File: src/rtl/i2crb_pkg.sv
// ----------------------------------------------------------------------------
// i2crb_pkg
// Shared constants, codes and types for the I2C register bank servo control.
// ----------------------------------------------------------------------------
package i2crb_pkg;

    // bank and receive buffer sizes
    localparam int BANK_SIZE = 10;
    localparam int MAX_BYTES = 10;

    localparam int BANK_AW = $clog2(BANK_SIZE);
    localparam int RX_AW   = $clog2(MAX_BYTES);
    localparam int RX_CW   = $clog2(MAX_BYTES + 1);

    // fixed register places
    localparam int TOGGLE_INDEX = 8;
    localparam int PG_INDEX     = 9;
    localparam int NUM_MIRROR   = 6;

    localparam logic [7:0] PULSE_HI_INIT = 8'h05;
    localparam logic [7:0] PULSE_LO_INIT = 8'hDC;

    // event codes from the bus front end
    typedef enum logic [2:0] {
        MODE_WR_START = 3'd0,
        MODE_BYTE     = 3'd1,
        MODE_RD_START = 3'd2,
        MODE_RD_NEXT  = 3'd3,
        MODE_NACK     = 3'd4,
        MODE_BUS_ERR  = 3'd5,
        MODE_PG       = 3'd6
    } t_mode;

    // commit outcome
    typedef enum logic [1:0] {
        ST_NONE   = 2'd0,
        ST_DONE   = 2'd1,
        ST_REJECT = 2'd2
    } t_status;

    // one result transaction
    typedef struct packed {
        logic [7:0]  read_byte;
        logic        read_valid;
        t_status     write_status;
        logic [15:0] servo1_pulse;
        logic [15:0] servo2_pulse;
        logic [15:0] servo3_pulse;
        logic [6:0]  toggle_pins;
    } t_result;

    // port requests toward the two memories
    typedef struct packed {
        logic               we;
        logic [BANK_AW-1:0] waddr;
        logic [7:0]         wdata;
        logic               re;
        logic [BANK_AW-1:0] raddr;
    } t_bank_req;

    typedef struct packed {
        logic             we;
        logic [RX_AW-1:0] waddr;
        logic [7:0]       wdata;
        logic             re;
        logic [RX_AW-1:0] raddr;
    } t_rx_req;

    // reset content of the register bank
    function automatic logic [7:0] bank_init(input logic [7:0] addr);
        logic [7:0] v;
        v = 8'h00;
        if (addr < 8'd8) begin
            v = addr[0] ? PULSE_LO_INIT : PULSE_HI_INIT;
        end
        return v;
    endfunction

endpackage

File: src/rtl/i2crb_ram.sv
// ----------------------------------------------------------------------------
// i2crb_ram
// Generic simple dual-port RAM, one write port and one registered read port.
// ----------------------------------------------------------------------------
module i2crb_ram #(
    parameter int WIDTH = 8,
    parameter int DEPTH = 16
) (
    input  logic                     i_clk,
    input  logic                     i_we,
    input  logic [$clog2(DEPTH)-1:0] i_waddr,
    input  logic [WIDTH-1:0]         i_wdata,
    input  logic                     i_re,
    input  logic [$clog2(DEPTH)-1:0] i_raddr,
    output logic [WIDTH-1:0]         o_rdata
);

    logic [WIDTH-1:0] r_mem [DEPTH];
    logic [WIDTH-1:0] r_rdata;

    // write port and registered read
    always_ff @(posedge i_clk) begin
        if (i_we) begin
            r_mem[i_waddr] <= i_wdata;
        end
        if (i_re) begin
            r_rdata <= r_mem[i_raddr];
        end
    end

    assign o_rdata = r_rdata;

endmodule

File: src/rtl/i2crb_core.sv
// ----------------------------------------------------------------------------
// i2crb_core
// Event sequencer: counters, entry valid bits, commit copy loop and the
// mirror of the servo and toggle registers.
// ----------------------------------------------------------------------------
module i2crb_core
    import i2crb_pkg::*;
(
    input  logic       i_clk,
    input  logic       i_rst_n,
    input  logic       i_in_valid,
    output logic       o_in_stall,
    input  logic [2:0] i_mode,
    input  logic [7:0] i_rx_byte,
    input  logic [6:0] i_pg_pins,
    input  logic       i_slot_free,
    output logic       o_res_valid,
    output t_result    o_res,
    output t_bank_req  o_bank_req,
    input  logic [7:0] i_bank_rdata,
    output t_rx_req    o_rx_req,
    input  logic [7:0] i_rx_rdata
);

    localparam logic [8:0] BANK_LIM = 9'(BANK_SIZE);

    typedef enum logic [2:0] {
        S_IDLE,
        S_PTR,
        S_RD,
        S_CPTR,
        S_COPY,
        S_DONE
    } t_state;

    t_state             r_state, n_state;
    logic [RX_CW-1:0]   r_rx_count, n_rx_count;
    logic [7:0]         r_tx, n_tx;
    logic [7:0]         r_rptr, n_rptr;
    logic [MAX_BYTES-1:0] r_v_rx, n_v_rx;
    logic [BANK_SIZE-1:0] r_v_bank, n_v_bank;
    logic [7:0]         r_mir [NUM_MIRROR];
    logic [7:0]         n_mir [NUM_MIRROR];
    logic [6:0]         r_tog, n_tog;
    logic [RX_CW-1:0]   r_n, n_n;
    logic [RX_CW-1:0]   r_k, n_k;
    logic [7:0]         r_waddr, n_waddr;
    logic [BANK_AW-1:0] r_raddr, n_raddr;
    logic               r_rd_in, n_rd_in;
    logic [7:0]         r_rbyte, n_rbyte;
    logic               r_rvalid, n_rvalid;
    t_status            r_status, n_status;

    logic [7:0] tx_inc;
    logic [8:0] rd_addr;
    logic [7:0] ptr_val;
    logic [7:0] bank_val;
    logic [7:0] copy_data;

    // masked views of memory read data
    assign ptr_val   = r_v_rx[0] ? i_rx_rdata : 8'h00;
    assign bank_val  = r_v_bank[r_raddr] ? i_bank_rdata : bank_init(8'(r_raddr));
    assign copy_data = r_v_rx[r_k[RX_AW-1:0]] ? i_rx_rdata : 8'h00;
    assign tx_inc    = (r_tx != 8'hFF) ? r_tx + 8'd1 : r_tx;

    // next state and datapath
    always_comb begin
        n_state    = r_state;
        n_rx_count = r_rx_count;
        n_tx       = r_tx;
        n_rptr     = r_rptr;
        n_v_rx     = r_v_rx;
        n_v_bank   = r_v_bank;
        n_mir      = r_mir;
        n_tog      = r_tog;
        n_n        = r_n;
        n_k        = r_k;
        n_waddr    = r_waddr;
        n_raddr    = r_raddr;
        n_rd_in    = r_rd_in;
        n_rbyte    = r_rbyte;
        n_rvalid   = r_rvalid;
        n_status   = r_status;
        o_bank_req = '0;
        o_rx_req   = '0;
        rd_addr    = 9'd0;

        case (r_state)
            S_IDLE: begin
                if (i_in_valid) begin
                    n_rbyte  = 8'h00;
                    n_rvalid = 1'b0;
                    n_status = ST_NONE;
                    n_state  = S_DONE;
                    case (t_mode'(i_mode))
                        MODE_WR_START: begin
                            n_v_rx[0]  = 1'b0;
                            n_rx_count = '0;
                            n_tx       = 8'h00;
                        end
                        MODE_BYTE: begin
                            if (r_rx_count < RX_CW'(MAX_BYTES)) begin
                                o_rx_req.we    = 1'b1;
                                o_rx_req.waddr = r_rx_count[RX_AW-1:0];
                                o_rx_req.wdata = i_rx_byte;
                                n_v_rx[r_rx_count[RX_AW-1:0]] = 1'b1;
                                n_rx_count = r_rx_count + RX_CW'(1);
                                // buffer fills: commit
                                if (r_rx_count == RX_CW'(MAX_BYTES - 1)) begin
                                    n_n            = RX_CW'(MAX_BYTES - 1);
                                    o_rx_req.re    = 1'b1;
                                    o_rx_req.raddr = '0;
                                    n_state        = S_CPTR;
                                end
                            end
                        end
                        MODE_RD_START: begin
                            n_tx           = 8'h00;
                            o_rx_req.re    = 1'b1;
                            o_rx_req.raddr = '0;
                            n_state        = S_PTR;
                        end
                        MODE_RD_NEXT: begin
                            n_tx              = tx_inc;
                            rd_addr           = {1'b0, r_rptr} + {1'b0, tx_inc};
                            n_rd_in           = rd_addr < BANK_LIM;
                            n_raddr           = rd_addr[BANK_AW-1:0];
                            o_bank_req.re     = n_rd_in;
                            o_bank_req.raddr  = rd_addr[BANK_AW-1:0];
                            n_state           = S_RD;
                        end
                        MODE_NACK: begin
                            if (r_tx == 8'h00) begin
                                n_rx_count = '0;
                                if (r_rx_count != '0) begin
                                    n_n            = r_rx_count - RX_CW'(1);
                                    o_rx_req.re    = 1'b1;
                                    o_rx_req.raddr = '0;
                                    n_state        = S_CPTR;
                                end
                            end else begin
                                n_tx = 8'h00;
                            end
                        end
                        MODE_BUS_ERR: begin
                            n_v_rx     = '0;
                            n_rx_count = '0;
                            n_tx       = 8'h00;
                        end
                        MODE_PG: begin
                            o_bank_req.we    = 1'b1;
                            o_bank_req.waddr = BANK_AW'(PG_INDEX);
                            o_bank_req.wdata = {1'b0, i_pg_pins};
                            n_v_bank[PG_INDEX] = 1'b1;
                        end
                        default: begin
                        end
                    endcase
                end
            end

            // read start: pointer arrives, then fetch the bank byte
            S_PTR: begin
                n_rptr           = ptr_val;
                n_v_rx[0]        = 1'b0;
                rd_addr          = {1'b0, ptr_val};
                n_rd_in          = rd_addr < BANK_LIM;
                n_raddr          = rd_addr[BANK_AW-1:0];
                o_bank_req.re    = n_rd_in;
                o_bank_req.raddr = rd_addr[BANK_AW-1:0];
                n_state          = S_RD;
            end

            S_RD: begin
                n_rbyte  = r_rd_in ? bank_val : 8'h00;
                n_rvalid = 1'b1;
                n_state  = S_DONE;
            end

            // commit: range check on pointer plus byte count
            S_CPTR: begin
                if ({1'b0, ptr_val} + 9'(r_n) > BANK_LIM) begin
                    n_status = ST_REJECT;
                    n_state  = S_DONE;
                end else if (r_n == '0) begin
                    n_status = ST_DONE;
                    n_state  = S_DONE;
                end else begin
                    n_waddr        = ptr_val;
                    n_k            = RX_CW'(1);
                    o_rx_req.re    = 1'b1;
                    o_rx_req.raddr = RX_AW'(1);
                    n_state        = S_COPY;
                end
            end

            // commit: one buffered byte into the bank per cycle
            S_COPY: begin
                o_bank_req.we    = 1'b1;
                o_bank_req.waddr = r_waddr[BANK_AW-1:0];
                o_bank_req.wdata = copy_data;
                n_v_bank[r_waddr[BANK_AW-1:0]] = 1'b1;
                for (int i = 0; i < NUM_MIRROR; i++) begin
                    if (r_waddr == 8'(i)) begin
                        n_mir[i] = copy_data;
                    end
                end
                if (r_waddr == 8'(TOGGLE_INDEX)) begin
                    n_tog = copy_data[6:0];
                end
                n_waddr = r_waddr + 8'd1;
                if (r_k == r_n) begin
                    n_status = ST_DONE;
                    n_state  = S_DONE;
                end else begin
                    n_k            = r_k + RX_CW'(1);
                    o_rx_req.re    = 1'b1;
                    o_rx_req.raddr = r_k[RX_AW-1:0] + RX_AW'(1);
                end
            end

            S_DONE: begin
                if (i_slot_free) begin
                    n_state = S_IDLE;
                end
            end

            default: begin
                n_state = S_IDLE;
            end
        endcase
    end

    // state and registered values
    always_ff @(posedge i_clk) begin
        if (!i_rst_n) begin
            r_state    <= S_IDLE;
            r_rx_count <= '0;
            r_tx       <= 8'h00;
            r_rptr     <= 8'h00;
            r_v_rx     <= '0;
            r_v_bank   <= '0;
            for (int i = 0; i < NUM_MIRROR; i++) begin
                r_mir[i] <= bank_init(8'(i));
            end
            r_tog      <= 7'(bank_init(8'(TOGGLE_INDEX)));
        end else begin
            r_state    <= n_state;
            r_rx_count <= n_rx_count;
            r_tx       <= n_tx;
            r_rptr     <= n_rptr;
            r_v_rx     <= n_v_rx;
            r_v_bank   <= n_v_bank;
            r_mir      <= n_mir;
            r_tog      <= n_tog;
        end
        r_n      <= n_n;
        r_k      <= n_k;
        r_waddr  <= n_waddr;
        r_raddr  <= n_raddr;
        r_rd_in  <= n_rd_in;
        r_rbyte  <= n_rbyte;
        r_rvalid <= n_rvalid;
        r_status <= n_status;
    end

    // handshake and result assembly
    assign o_in_stall              = (r_state != S_IDLE);
    assign o_res_valid             = (r_state == S_DONE);
    assign o_res.read_byte         = r_rbyte;
    assign o_res.read_valid        = r_rvalid;
    assign o_res.write_status      = r_status;
    assign o_res.servo1_pulse      = {r_mir[0], r_mir[1]};
    assign o_res.servo2_pulse      = {r_mir[2], r_mir[3]};
    assign o_res.servo3_pulse      = {r_mir[4], r_mir[5]};
    assign o_res.toggle_pins       = r_tog;

endmodule

File: src/rtl/i2c_register_bank_servo_ctrl_unit.sv
// ----------------------------------------------------------------------------
// i2c_register_bank_servo_ctrl_unit
// Byte-level I2C target register bank driving servo compare values.
// ----------------------------------------------------------------------------
// Usage: the bus front end sends one transaction per bus event (mode,
// received byte, power-good pins) on the input channel; each yields exactly
// one result transaction with the read byte, commit status and the current
// servo compare values and toggle pins.
// Both channels use valid/stall; a transaction moves when valid is high
// and stall is low. One event is processed at a time.
// A commit of n data bytes (up to 9 with the default buffer) runs a copy
// loop that moves one byte per cycle from the receive buffer memory into
// the bank memory.
// The core returns to idle as the result enters the output register, so
// the next event can be taken even while that result still waits.
// Reset (synchronous, active low) restores the bank to its power-on content
// and empties the receive buffer through per-entry valid bits, with no
// clearing pass. A stalled receiver holds the output register; once the
// register is full and the core has a further result, the input stalls.
// ----------------------------------------------------------------------------
module i2c_register_bank_servo_ctrl_unit
    import i2crb_pkg::*;
(
    input  logic        i_clk,
    input  logic        i_rst_n,
    input  logic        i_in_valid,
    output logic        o_in_stall,
    input  logic [2:0]  i_mode,
    input  logic [7:0]  i_rx_byte,
    input  logic [6:0]  i_pg_pins,
    output logic        o_out_valid,
    input  logic        i_out_stall,
    output logic [7:0]  o_read_byte,
    output logic        o_read_valid,
    output logic [1:0]  o_write_status,
    output logic [15:0] o_servo1_pulse,
    output logic [15:0] o_servo2_pulse,
    output logic [15:0] o_servo3_pulse,
    output logic [6:0]  o_toggle_pins
);

    t_bank_req  bank_req;
    t_rx_req    rx_req;
    logic [7:0] bank_rdata;
    logic [7:0] rx_rdata;
    logic       res_valid;
    t_result    res;
    logic       slot_free;

    logic       r_out_valid;
    t_result    r_out;

    assign slot_free = !r_out_valid || !i_out_stall;

    i2crb_core u_core (
        .i_clk        (i_clk),
        .i_rst_n      (i_rst_n),
        .i_in_valid   (i_in_valid),
        .o_in_stall   (o_in_stall),
        .i_mode       (i_mode),
        .i_rx_byte    (i_rx_byte),
        .i_pg_pins    (i_pg_pins),
        .i_slot_free  (slot_free),
        .o_res_valid  (res_valid),
        .o_res        (res),
        .o_bank_req   (bank_req),
        .i_bank_rdata (bank_rdata),
        .o_rx_req     (rx_req),
        .i_rx_rdata   (rx_rdata)
    );

    // register bank memory
    i2crb_ram #(
        .WIDTH (8),
        .DEPTH (BANK_SIZE)
    ) u_bank_ram (
        .i_clk   (i_clk),
        .i_we    (bank_req.we),
        .i_waddr (bank_req.waddr),
        .i_wdata (bank_req.wdata),
        .i_re    (bank_req.re),
        .i_raddr (bank_req.raddr),
        .o_rdata (bank_rdata)
    );

    // receive buffer memory
    i2crb_ram #(
        .WIDTH (8),
        .DEPTH (MAX_BYTES)
    ) u_rx_ram (
        .i_clk   (i_clk),
        .i_we    (rx_req.we),
        .i_waddr (rx_req.waddr),
        .i_wdata (rx_req.wdata),
        .i_re    (rx_req.re),
        .i_raddr (rx_req.raddr),
        .o_rdata (rx_rdata)
    );

    // output register
    always_ff @(posedge i_clk) begin
        if (!i_rst_n) begin
            r_out_valid <= 1'b0;
        end else if (slot_free) begin
            r_out_valid <= res_valid;
        end
        if (slot_free && res_valid) begin
            r_out <= res;
        end
    end

    assign o_out_valid    = r_out_valid;
    assign o_read_byte    = r_out.read_byte;
    assign o_read_valid   = r_out.read_valid;
    assign o_write_status = r_out.write_status;
    assign o_servo1_pulse = r_out.servo1_pulse;
    assign o_servo2_pulse = r_out.servo2_pulse;
    assign o_servo3_pulse = r_out.servo3_pulse;
    assign o_toggle_pins  = r_out.toggle_pins;

endmodule

File: config.mk
export PLATFORM = sky130hd
export DESIGN_NAME = i2c_register_bank_servo_ctrl_unit
export DESIGN_NICKNAME = d
export VERILOG_FILES = /design/src/rtl/i2crb_pkg.sv /design/src/rtl/i2crb_ram.sv /design/src/rtl/i2crb_core.sv /design/src/rtl/i2c_register_bank_servo_ctrl_unit.sv
export SDC_FILE = /design/constraint.sdc
export NUM_CORES = 1
export LEC_CHECK = 0
export BUFFER_PORTS_ARGS = -buffer_cell sky130_fd_sc_hd__buf_4
export CAP_MARGIN = 20
export CORE_AREA = 2 2 160 162
export CTS_CLUSTER_SIZE = 40
export DETAILED_ROUTE_END_ITERATION = 7
export DIE_AREA = 0 0 162 164
export PLACE_DENSITY_LB_ADDON = 0.15
export SLEW_MARGIN = 20
export SYNTH_ARGS = -nofsm -noshare
export SYNTH_HDL_FRONTEND = slang
export SYNTH_SLANG_ARGS = --single-unit
export TNS_END_PERCENT = 5
File: constraint.sdc
create_clock -name i_clk -period 10.03 [get_ports i_clk]
set_clock_uncertainty 0.15 [all_clocks]
set_input_delay 1.003 -clock i_clk [delete_from_list [all_inputs] [get_ports i_clk]]
set_output_delay 1.003 -clock i_clk [all_outputs]
set_load 0.02 [all_outputs]
Word-level counts from Yosys, hierarchy flattened
Memories as Yosys holds them, arrays and structs flattened. A register that Yosys moved wholly into a read port is not among the register bits.
Cells that the tools add are included.
{ "op_classes": {"muxes": 87, "order_cmp": 11, "n_eq_ne": 36, "bitwise_logic": 2, "n_reduce_logical": 43, "n_addsub": 7} }
{ "ops": {"columns": ["op", "n"], "rows": [
  ["8-bit 2-to-1 mux", 11],
  ["18-bit 2-to-1 mux", 3],
  ["4-bit 2-to-1 mux", 11],
  ["13-bit 2-to-1 mux", 3],
  ["5-bit 2-to-1 mux", 7],
  ["8-bit one-hot mux with 2 select lines", 2],
  ["5-bit one-hot mux with 3 select lines", 2],
  ["13-bit one-hot mux with 2 select lines", 1],
  ["4-bit one-hot mux with 2 select lines", 3],
  ["8-bit one-hot mux with 3 select lines", 1],
  ["3-bit 2-to-1 mux", 7],
  ["4-bit by 5-bit < comparator with 1-bit output, second input constant", 4],
  ["10-bit OR", 2],
  ["4-bit AND reduction", 5],
  ["3-bit one-hot mux with 6 select lines", 1],
  ["9-bit one-hot mux with 2 select lines", 1],
  ["8-bit by 1-bit adder with 8-bit output, second input constant", 2],
  ["8-bit by 2-bit == test with 1-bit output, second input constant", 2],
  ["8-bit by 3-bit == test with 1-bit output, second input constant", 2],
  ["8-bit zero test", 2],
  ["1-bit 2-to-1 mux", 16],
  ["2-bit AND reduction", 8],
  ["3-bit == test, second input constant", 5],
  ["2-bit inequality test, second input constant", 7],
  ["other kinds (42)", 78]
]} }
{ "totals": {"ram_bits": 160, "memories": 2, "inputBits": 22, "wordCells": 219, "output_inout_bits": 68, "ff_bits": 197} }
{ "memory_table": {"columns": ["memory", "depth", "word_bits", "read_ports", "rd_ports_with_merged_regs", "write_ports", "line_no", "rtl"], "rows": [
  ["u_bank_ram.r_mem", 10, 8, 1, 1, 1, "i2crb_ram.sv:18", "logic [WIDTH-1:0] r_mem [DEPTH];"],
  ["u_rx_ram.r_mem", 10, 8, 1, 1, 1, "i2crb_ram.sv:18", null]
]} }

Depth between registers and ports, before layout
{ "depth": {"word_depth": 9, "mapped_depth": 15, "ltp_nobuf": 13} }

Modules after synthesis
From an unflattened synthesis, not the netlist that was laid out.
{ "unflattened": {"cells_unflattened": 1186, "area_unflattened_um2": 15610.0} }
{ "by_module_without_submodules": {"columns": ["module", "cells_per_inst", "instances", "seq_area_each_um2", "area_each_um2"], "rows": [
  ["i2crb_ram", 189, 2, 2642.5, 3482.1],
  ["i2crb_core", 737, 1, 2922.8, 6622.6],
  ["i2c_register_bank_servo_ctrl_unit", 71, 1, 2001.9, 2023.2]
]} }

Worst setup path after synthesis
No wires, ideal clock.
{ "synth_path": {"path_kind": "input-to-reg", "start": "input port i_out_stall", "end": "register r_out, in the netlist o_read_byte[0] (enable)", "setup_time_ns": 0.512, "path_buffers": 0, "t_arrival_ns": 4.229, "t_required_ns": 9.368, "slack_ns": 5.139, "cell_stages": 1, "cell_sequence": "a21oi_1"} }
{ "synth_between": {"elab_chain_cells": 3} }
{ "synth_rtl": {"columns": ["element", "line_no", "rtl"], "rows": [
  ["start: declaration", "i2c_register_bank_servo_ctrl_unit.sv:32", "input logic i_out_stall,"],
  ["1-bit zero test", "i2c_register_bank_servo_ctrl_unit.sv:53", "assign slot_free = !r_out_valid || !i_out_stall;"],
  ["1-bit logical OR", "i2c_register_bank_servo_ctrl_unit.sv:53", null],
  ["1-bit logical AND", "i2c_register_bank_servo_ctrl_unit.sv:107", "if (slot_free && res_valid) begin"],
  ["end signal: assignment", "i2c_register_bank_servo_ctrl_unit.sv:108", "r_out <= res;"],
  ["end: declaration", "i2c_register_bank_servo_ctrl_unit.sv:51", "t_result r_out;"]
]} }
Every way passes these cells.
A chain may end at the register's enable or synchronous reset.

Worst setup path in the final report
{ "layout_path": {"start": "register u_core.r_tx[1]", "end": "register u_bank_ram.r_rdata[6], in the netlist u_bank_ram.o_rdata[6], read port of u_bank_ram.r_mem (data pin)"} }
{ "layout_between": {"elab_chain_cells": 7, "elab_cells_between_ends": 8, "cone_classes": "add/sub: 2; order compare: 1; eq/ne: 1; mux: 4"} }
{ "layout_rtl": {"columns": ["element", "line_no", "rtl"], "rows": [
  ["start: declaration", "i2crb_core.sv:38", "logic [7:0] r_tx, n_tx;"],
  ["start signal: assignment", "i2crb_core.sv:250", "r_tx <= n_tx;"],
  ["8-bit by 1-bit adder with 8-bit output / 8-bit inequality test (equally long branches)", "i2crb_core.sv:64", "assign tx_inc = (r_tx != 8'hFF) ? r_tx + 8'd1 : r_tx;"],
  ["8-bit 2-to-1 mux (*)", "i2crb_core.sv:64", null],
  ["8-bit by 8-bit adder with 9-bit output (*)", "i2crb_core.sv:125", "rd_addr = {1'b0, r_rptr} + {1'b0, tx_inc};"],
  ["9-bit by 4-bit < comparator with 1-bit output", "i2crb_core.sv:126", "n_rd_in = rd_addr < BANK_LIM;"],
  ["5-bit 2-to-1 mux (*)", "i2crb_core.sv:95", "case (t_mode'(i_mode))"],
  ["18-bit 2-to-1 mux (*)", "i2crb_core.sv:90", "if (i_in_valid) begin"],
  ["5-bit one-hot mux with 2 select lines (*)", "i2crb_core.sv:88", "case (r_state)"],
  ["end: declaration", "i2crb_ram.sv:19", "logic [WIDTH-1:0] r_rdata;"]
]} }
Mark *: on every way between the ends. The rest lies on a longest branch, timed or not.

==> impl_metrics.xml <==
<?xml version="1.0" encoding="UTF-8"?>
<metrics>
  <group name="clock_tree">
    <metric name="hold_buf_cts" unit="">0</metric>
    <metric name="cell_chosen_for_the_clock_root" unit="">sky130_fd_sc_hd__clkbuf_16</metric>
    <metric name="htreeDepth" unit="">2</metric>
    <metric name="ctsResizeCount" unit="">0</metric>
    <metric name="cts_tree" unit="">done</metric>
    <metric name="cts_sinks" unit="">373</metric>
    <metric name="postcts_setup_bufs" unit="">0</metric>
    <metric name="clock_latency_at_the_later_pin_of_the_worst_skew_pair" unit="ns">0.52</metric>
    <metric name="cts-buffers-inserted" unit="">39</metric>
    <metric name="number_of_buffers_on_the_longest_clock_path" unit="">3</metric>
    <metric name="clkTransAtPathRegs" unit="ns">0.06</metric>
  </group>
  <group name="die">
    <metric name="die-height" unit="um">164</metric>
    <metric name="num_io_pins" unit="">90</metric>
    <metric name="initial_core_util" unit="%">63.9</metric>
    <metric name="die_area" unit="um2">26600</metric>
    <metric name="std_cell_rows" unit="">58</metric>
    <metric name="area_of_the_placeable_core" unit="um2">24800</metric>
    <metric name="die_x" unit="um">162</metric>
  </group>
  <group name="outcome">
    <metric name="result_of_the_run" unit="">finished clean</metric>
  </group>
  <group name="critical_path">
    <metric name="worst-path-max-fanout" unit="">24</metric>
    <metric name="regToRegStartpoint" unit="">u_core.r_tx[1]</metric>
    <metric name="critical_path.endpoint_type" unit="">flip-flop</metric>
    <metric name="r2r_cells" unit="">12</metric>
    <metric name="cp_slowest_cell" unit="">sky130_fd_sc_hd__nand2_1</metric>
    <metric name="timing_worst_setup_path_type" unit="">reg2reg</metric>
    <metric name="timing.critical_path.mode_cell" unit="">sky130_fd_sc_hd__ha_1</metric>
    <metric name="worst_ep_arrival_time" unit="ns">4.44</metric>
    <metric name="cpPeakStageDelay" unit="ns">0.61</metric>
    <metric name="regToRegSetupSlack" unit="ns">5.67</metric>
    <metric name="worstPathBufferInverterCount" unit="">1</metric>
    <metric name="worst-endpoint-required" unit="ns">10.11</metric>
    <metric name="worst_setup_path_start_kind" unit="">flip-flop</metric>
    <metric name="crit-reg2reg-capture" unit="">u_bank_ram.o_rdata[6]</metric>
    <metric name="critical_path.cell_chain" unit="">ha_1 -&gt; and2_1 -&gt; nand4_2 -&gt; xnor2_1 -&gt; ha_1 -&gt; inv_1 -&gt; fa_1 -&gt; o31ai_4 -&gt; nand2_1 -&gt; a211oi_1 -&gt; a31o_1 -&gt; a221oi_2</metric>
    <metric name="critical_path.top_delay_family" unit="">compound AO/OA/AOI/OAI gates</metric>
  </group>
  <group name="min_path">
    <metric name="min_path_type" unit="">reg2reg</metric>
    <metric name="hold_path.startpoint" unit="">u_core.r_status[0]</metric>
    <metric name="whs_endpoint" unit="">o_write_status[0]</metric>
    <metric name="worst_hold_path.num_cells" unit="">0</metric>
  </group>
  <group name="sta">
    <metric name="timing.final.max_slew_violations" unit="">0</metric>
    <metric name="max_slew_margin" unit="%">30.8</metric>
    <metric name="timing.setup.tns" unit="ns">0</metric>
    <metric name="achievable-frequency" unit="MHz">229</metric>
    <metric name="hold-worst-slack" unit="ns">0.265</metric>
    <metric name="fin_ws" unit="ns">5.67</metric>
    <metric name="final.period_utilization" unit="%">43.5</metric>
    <metric name="grt_setup_unrepaired" unit="">false</metric>
    <metric name="final-setup-viol-count" unit="">0</metric>
    <metric name="worst_pin_slew" unit="ns">1.03</metric>
    <metric name="timing.final.hold_violations" unit="">0</metric>
    <metric name="post-route-min-period" unit="ns">4.36</metric>
  </group>
  <group name="grt">
    <metric name="grt_pass1_wl" unit="mm">55.8</metric>
    <metric name="overflow" unit="">0</metric>
    <metric name="first_global_vias" unit="">10200</metric>
    <metric name="grt_usage" unit="%">27.2</metric>
    <metric name="grt_start_max_net_pins" unit="">92</metric>
    <metric name="antenna_found_initial" unit="">0</metric>
  </group>
  <group name="run">
    <metric name="max_capacitance_violation_count" unit="">0</metric>
  </group>
  <group name="logic_synthesis">
    <metric name="synthFlopType" unit="">sky130_fd_sc_hd__edfxtp_1</metric>
    <metric name="syn_avg_cell_area" unit="um2">12.2</metric>
    <metric name="netlist_instances" unit="">1303</metric>
    <metric name="seq_area_frac_synth" unit="%">64.4</metric>
    <metric name="post_synth_instance_area" unit="um2">15900</metric>
    <metric name="synth_edf_count" unit="">274</metric>
    <metric name="synth.distinct_cells" unit="">85</metric>
    <metric name="async_sr_flop_fraction" unit="%">0</metric>
    <metric name="synth_register_bits" unit="">373</metric>
    <metric name="mappedNetlistNets" unit="">1349</metric>
    <metric name="ys_warn_count" unit="">0</metric>
  </group>
  <group name="placement">
    <metric name="port-buffer-count" unit="">89</metric>
    <metric name="post_dp_cell_area" unit="um2">16800</metric>
    <metric name="dpl_worst_slack" unit="ns">5.79</metric>
    <metric name="gp_routability_congestion" unit="">0.903</metric>
    <metric name="place.detailed.hpwl" unit="mm">24.3</metric>
  </group>
  <group name="drt">
    <metric name="route.detailed.drc" unit="">0</metric>
    <metric name="wl" unit="mm">35.9</metric>
    <metric name="antenna_left" unit="">0</metric>
    <metric name="drt-initial-drc-count" unit="">1092</metric>
    <metric name="drt-pass1-iter-count" unit="">5</metric>
    <metric name="routed_via_density" unit="">6.15</metric>
    <metric name="avgRoutedWirePerCell" unit="um">20.7</metric>
    <metric name="detailroute.via_count" unit="">10700</metric>
  </group>
  <group name="pwr">
    <metric name="leakagePower" unit="nW">6.66</metric>
    <metric name="irDropWorstVdd" unit="mV">0.170</metric>
    <metric name="p_per_area" unit="nW/um2">223</metric>
  </group>
  <group name="final_layout">
    <metric name="area_overhead_of_the_layout_relative_to_synthesis" unit="%">13.6</metric>
    <metric name="layout-drive-gt1-share" unit="%">14.0</metric>
    <metric name="design_area" unit="um2">18000</metric>
    <metric name="nFillCells" unit="">1670</metric>
    <metric name="nNetsFinal" unit="">1421</metric>
    <metric name="antenna_cells" unit="">0</metric>
  </group>
</metrics>
==> worst max-delay path by stage <==
stage	slack, ns	cells past startpoint	startpoint	endpoint
2_1_floorplan	5.14	1	i_out_stall	o_read_byte[0]
3_3_place_gp	5.98	12	u_core.r_tx[1]	u_bank_ram.o_rdata[0]
3_5_place_dp	5.79	12	u_core.r_tx[1]	u_bank_ram.o_rdata[4]
4_1_cts	5.78	12	u_core.r_tx[1]	u_bank_ram.o_rdata[6]
5_1_grt	5.47	12	u_core.r_tx[1]	u_bank_ram.o_rdata[4]
6_report	5.67	12	u_core.r_tx[1]	u_bank_ram.o_rdata[6]
==> logic make-up (layout without fill, tap and decap cells) <==
logic type | Yosys count | count (layout) | synth area share, %
xor gates and xnor gates | 22 | 22 | 1.21
adders and majority gates | 25 | 25 | 2.05
muxes | 46 | 46 | 3.23
DFF | 373 | 373 | 64.4
and+or+nand+nor | 464 | 464 | 14.6
buffers and inverters | 101 | 201 | 2.62
AOI/OAI and AO/OA | 272 | 272 | 11.9
==> area by class of cell <==
type                       count  area, um2  area share [%]
multi-input combinational    829       5260            29.2
clock buffer                  53       1090            6.05
timing repair buffer         105        788            4.37
clock inverter                16        160           0.888
sequential                   373      10200            56.6
tap                          330        413            2.29
inverter                      27        101           0.562
==> placed cells by master (no fill, tap or decap), types with 5 or more instances in the layout <==
master                        n
sky130_fd_sc_hd__edfxtp_1   274
sky130_fd_sc_hd__nand2_1    176
sky130_fd_sc_hd__buf_4      105
sky130_fd_sc_hd__dfxtp_1     99
sky130_fd_sc_hd__nor2_1      62
sky130_fd_sc_hd__a21oi_1     54
sky130_fd_sc_hd__nand3_1     52
sky130_fd_sc_hd__o21ai_0     45
sky130_fd_sc_hd__clkbuf_16   41
sky130_fd_sc_hd__mux2i_1     40
sky130_fd_sc_hd__nor2b_1     40
sky130_fd_sc_hd__and2_1      36
sky130_fd_sc_hd__o211ai_1    28
sky130_fd_sc_hd__inv_1       27
sky130_fd_sc_hd__a21boi_0    24
sky130_fd_sc_hd__ha_1        22
sky130_fd_sc_hd__nor3_1      20
sky130_fd_sc_hd__and3_1      14
sky130_fd_sc_hd__a211oi_1    14
sky130_fd_sc_hd__xor2_1      12
sky130_fd_sc_hd__a31oi_1     11
sky130_fd_sc_hd__nor4_1      11
sky130_fd_sc_hd__xnor2_1     10
sky130_fd_sc_hd__clkbuf_1    10
sky130_fd_sc_hd__nand2b_1     8
sky130_fd_sc_hd__o21ai_1      7
sky130_fd_sc_hd__o311a_1      7
sky130_fd_sc_hd__a21o_1       7
sky130_fd_sc_hd__nor3b_1      7
sky130_fd_sc_hd__or2_2        6
sky130_fd_sc_hd__a221oi_1     6
sky130_fd_sc_hd__clkinv_1     6
sky130_fd_sc_hd__or3b_2       5
sky130_fd_sc_hd__o21bai_1     5
sky130_fd_sc_hd__or3_1        5
sky130_fd_sc_hd__a31o_2       5
==> synth_stat cells, types with 28 or more instances <==
master	count	share of area, %
sky130_fd_sc_hd__a21oi_1	55	1.7
sky130_fd_sc_hd__and2_1	36	1.4
sky130_fd_sc_hd__clkbuf_1	64	1.5
sky130_fd_sc_hd__dfxtp_1	99	12
sky130_fd_sc_hd__edfxtp_1	274	52
sky130_fd_sc_hd__mux2i_1	40	2.5
sky130_fd_sc_hd__nand2_1	176	4.2
sky130_fd_sc_hd__nand3_1	52	1.6
sky130_fd_sc_hd__nor2_1	62	1.5
sky130_fd_sc_hd__nor2b_1	40	1.6
sky130_fd_sc_hd__o211ai_1	28	1.3
sky130_fd_sc_hd__o21ai_0	50	1.6
==> per-stage QoR <==
stage               utilization (%)  cells  total power [W]
floorplan                         -   1303          0.00239
detailed placement             67.6   1664          0.00264
CTS                            72.6   1733          0.00403
finish                         72.6   1733          0.00403
global route                   72.6   1733          0.00417
global placement               67.6   1664          0.00262
==> registers in the layout (all words and copies together) (netlist names), 8 cells and up <==
register / cells
o_servo2_pulse: 16
u_core.r_tx: 8
u_core.o_res: 48
u_rx_ram.r_mem: 80
u_core.r_v_rx: 10
u_bank_ram.o_rdata: 8
u_core.r_v_bank: 10
o_read_byte: 8
o_servo1_pulse: 16
o_servo3_pulse: 16
u_bank_ram.r_mem: 80
u_core.r_waddr: 8
u_core.r_rbyte: 8
u_core.r_rptr: 8
u_rx_ram.o_rdata: 8
==> power breakdown <==
part | total [W] | internal (W) | switching (W)
clock | 0.00140 | 0.000841 | 0.000564
combinational | 0.000697 | 0.000232 | 0.000464
sequential | 0.00193 | 0.00181 | 0.000112
==> metal layers <==
layer	vias up	wire [um]	track usage, %
met5	-	0	0
met4	0	822	8.57
met3	70	2400	4.14
met2	413	17900	46.2
met1	5199	14800	36.5
li1	4983	-	-
(Power assumes the default switching activity.)
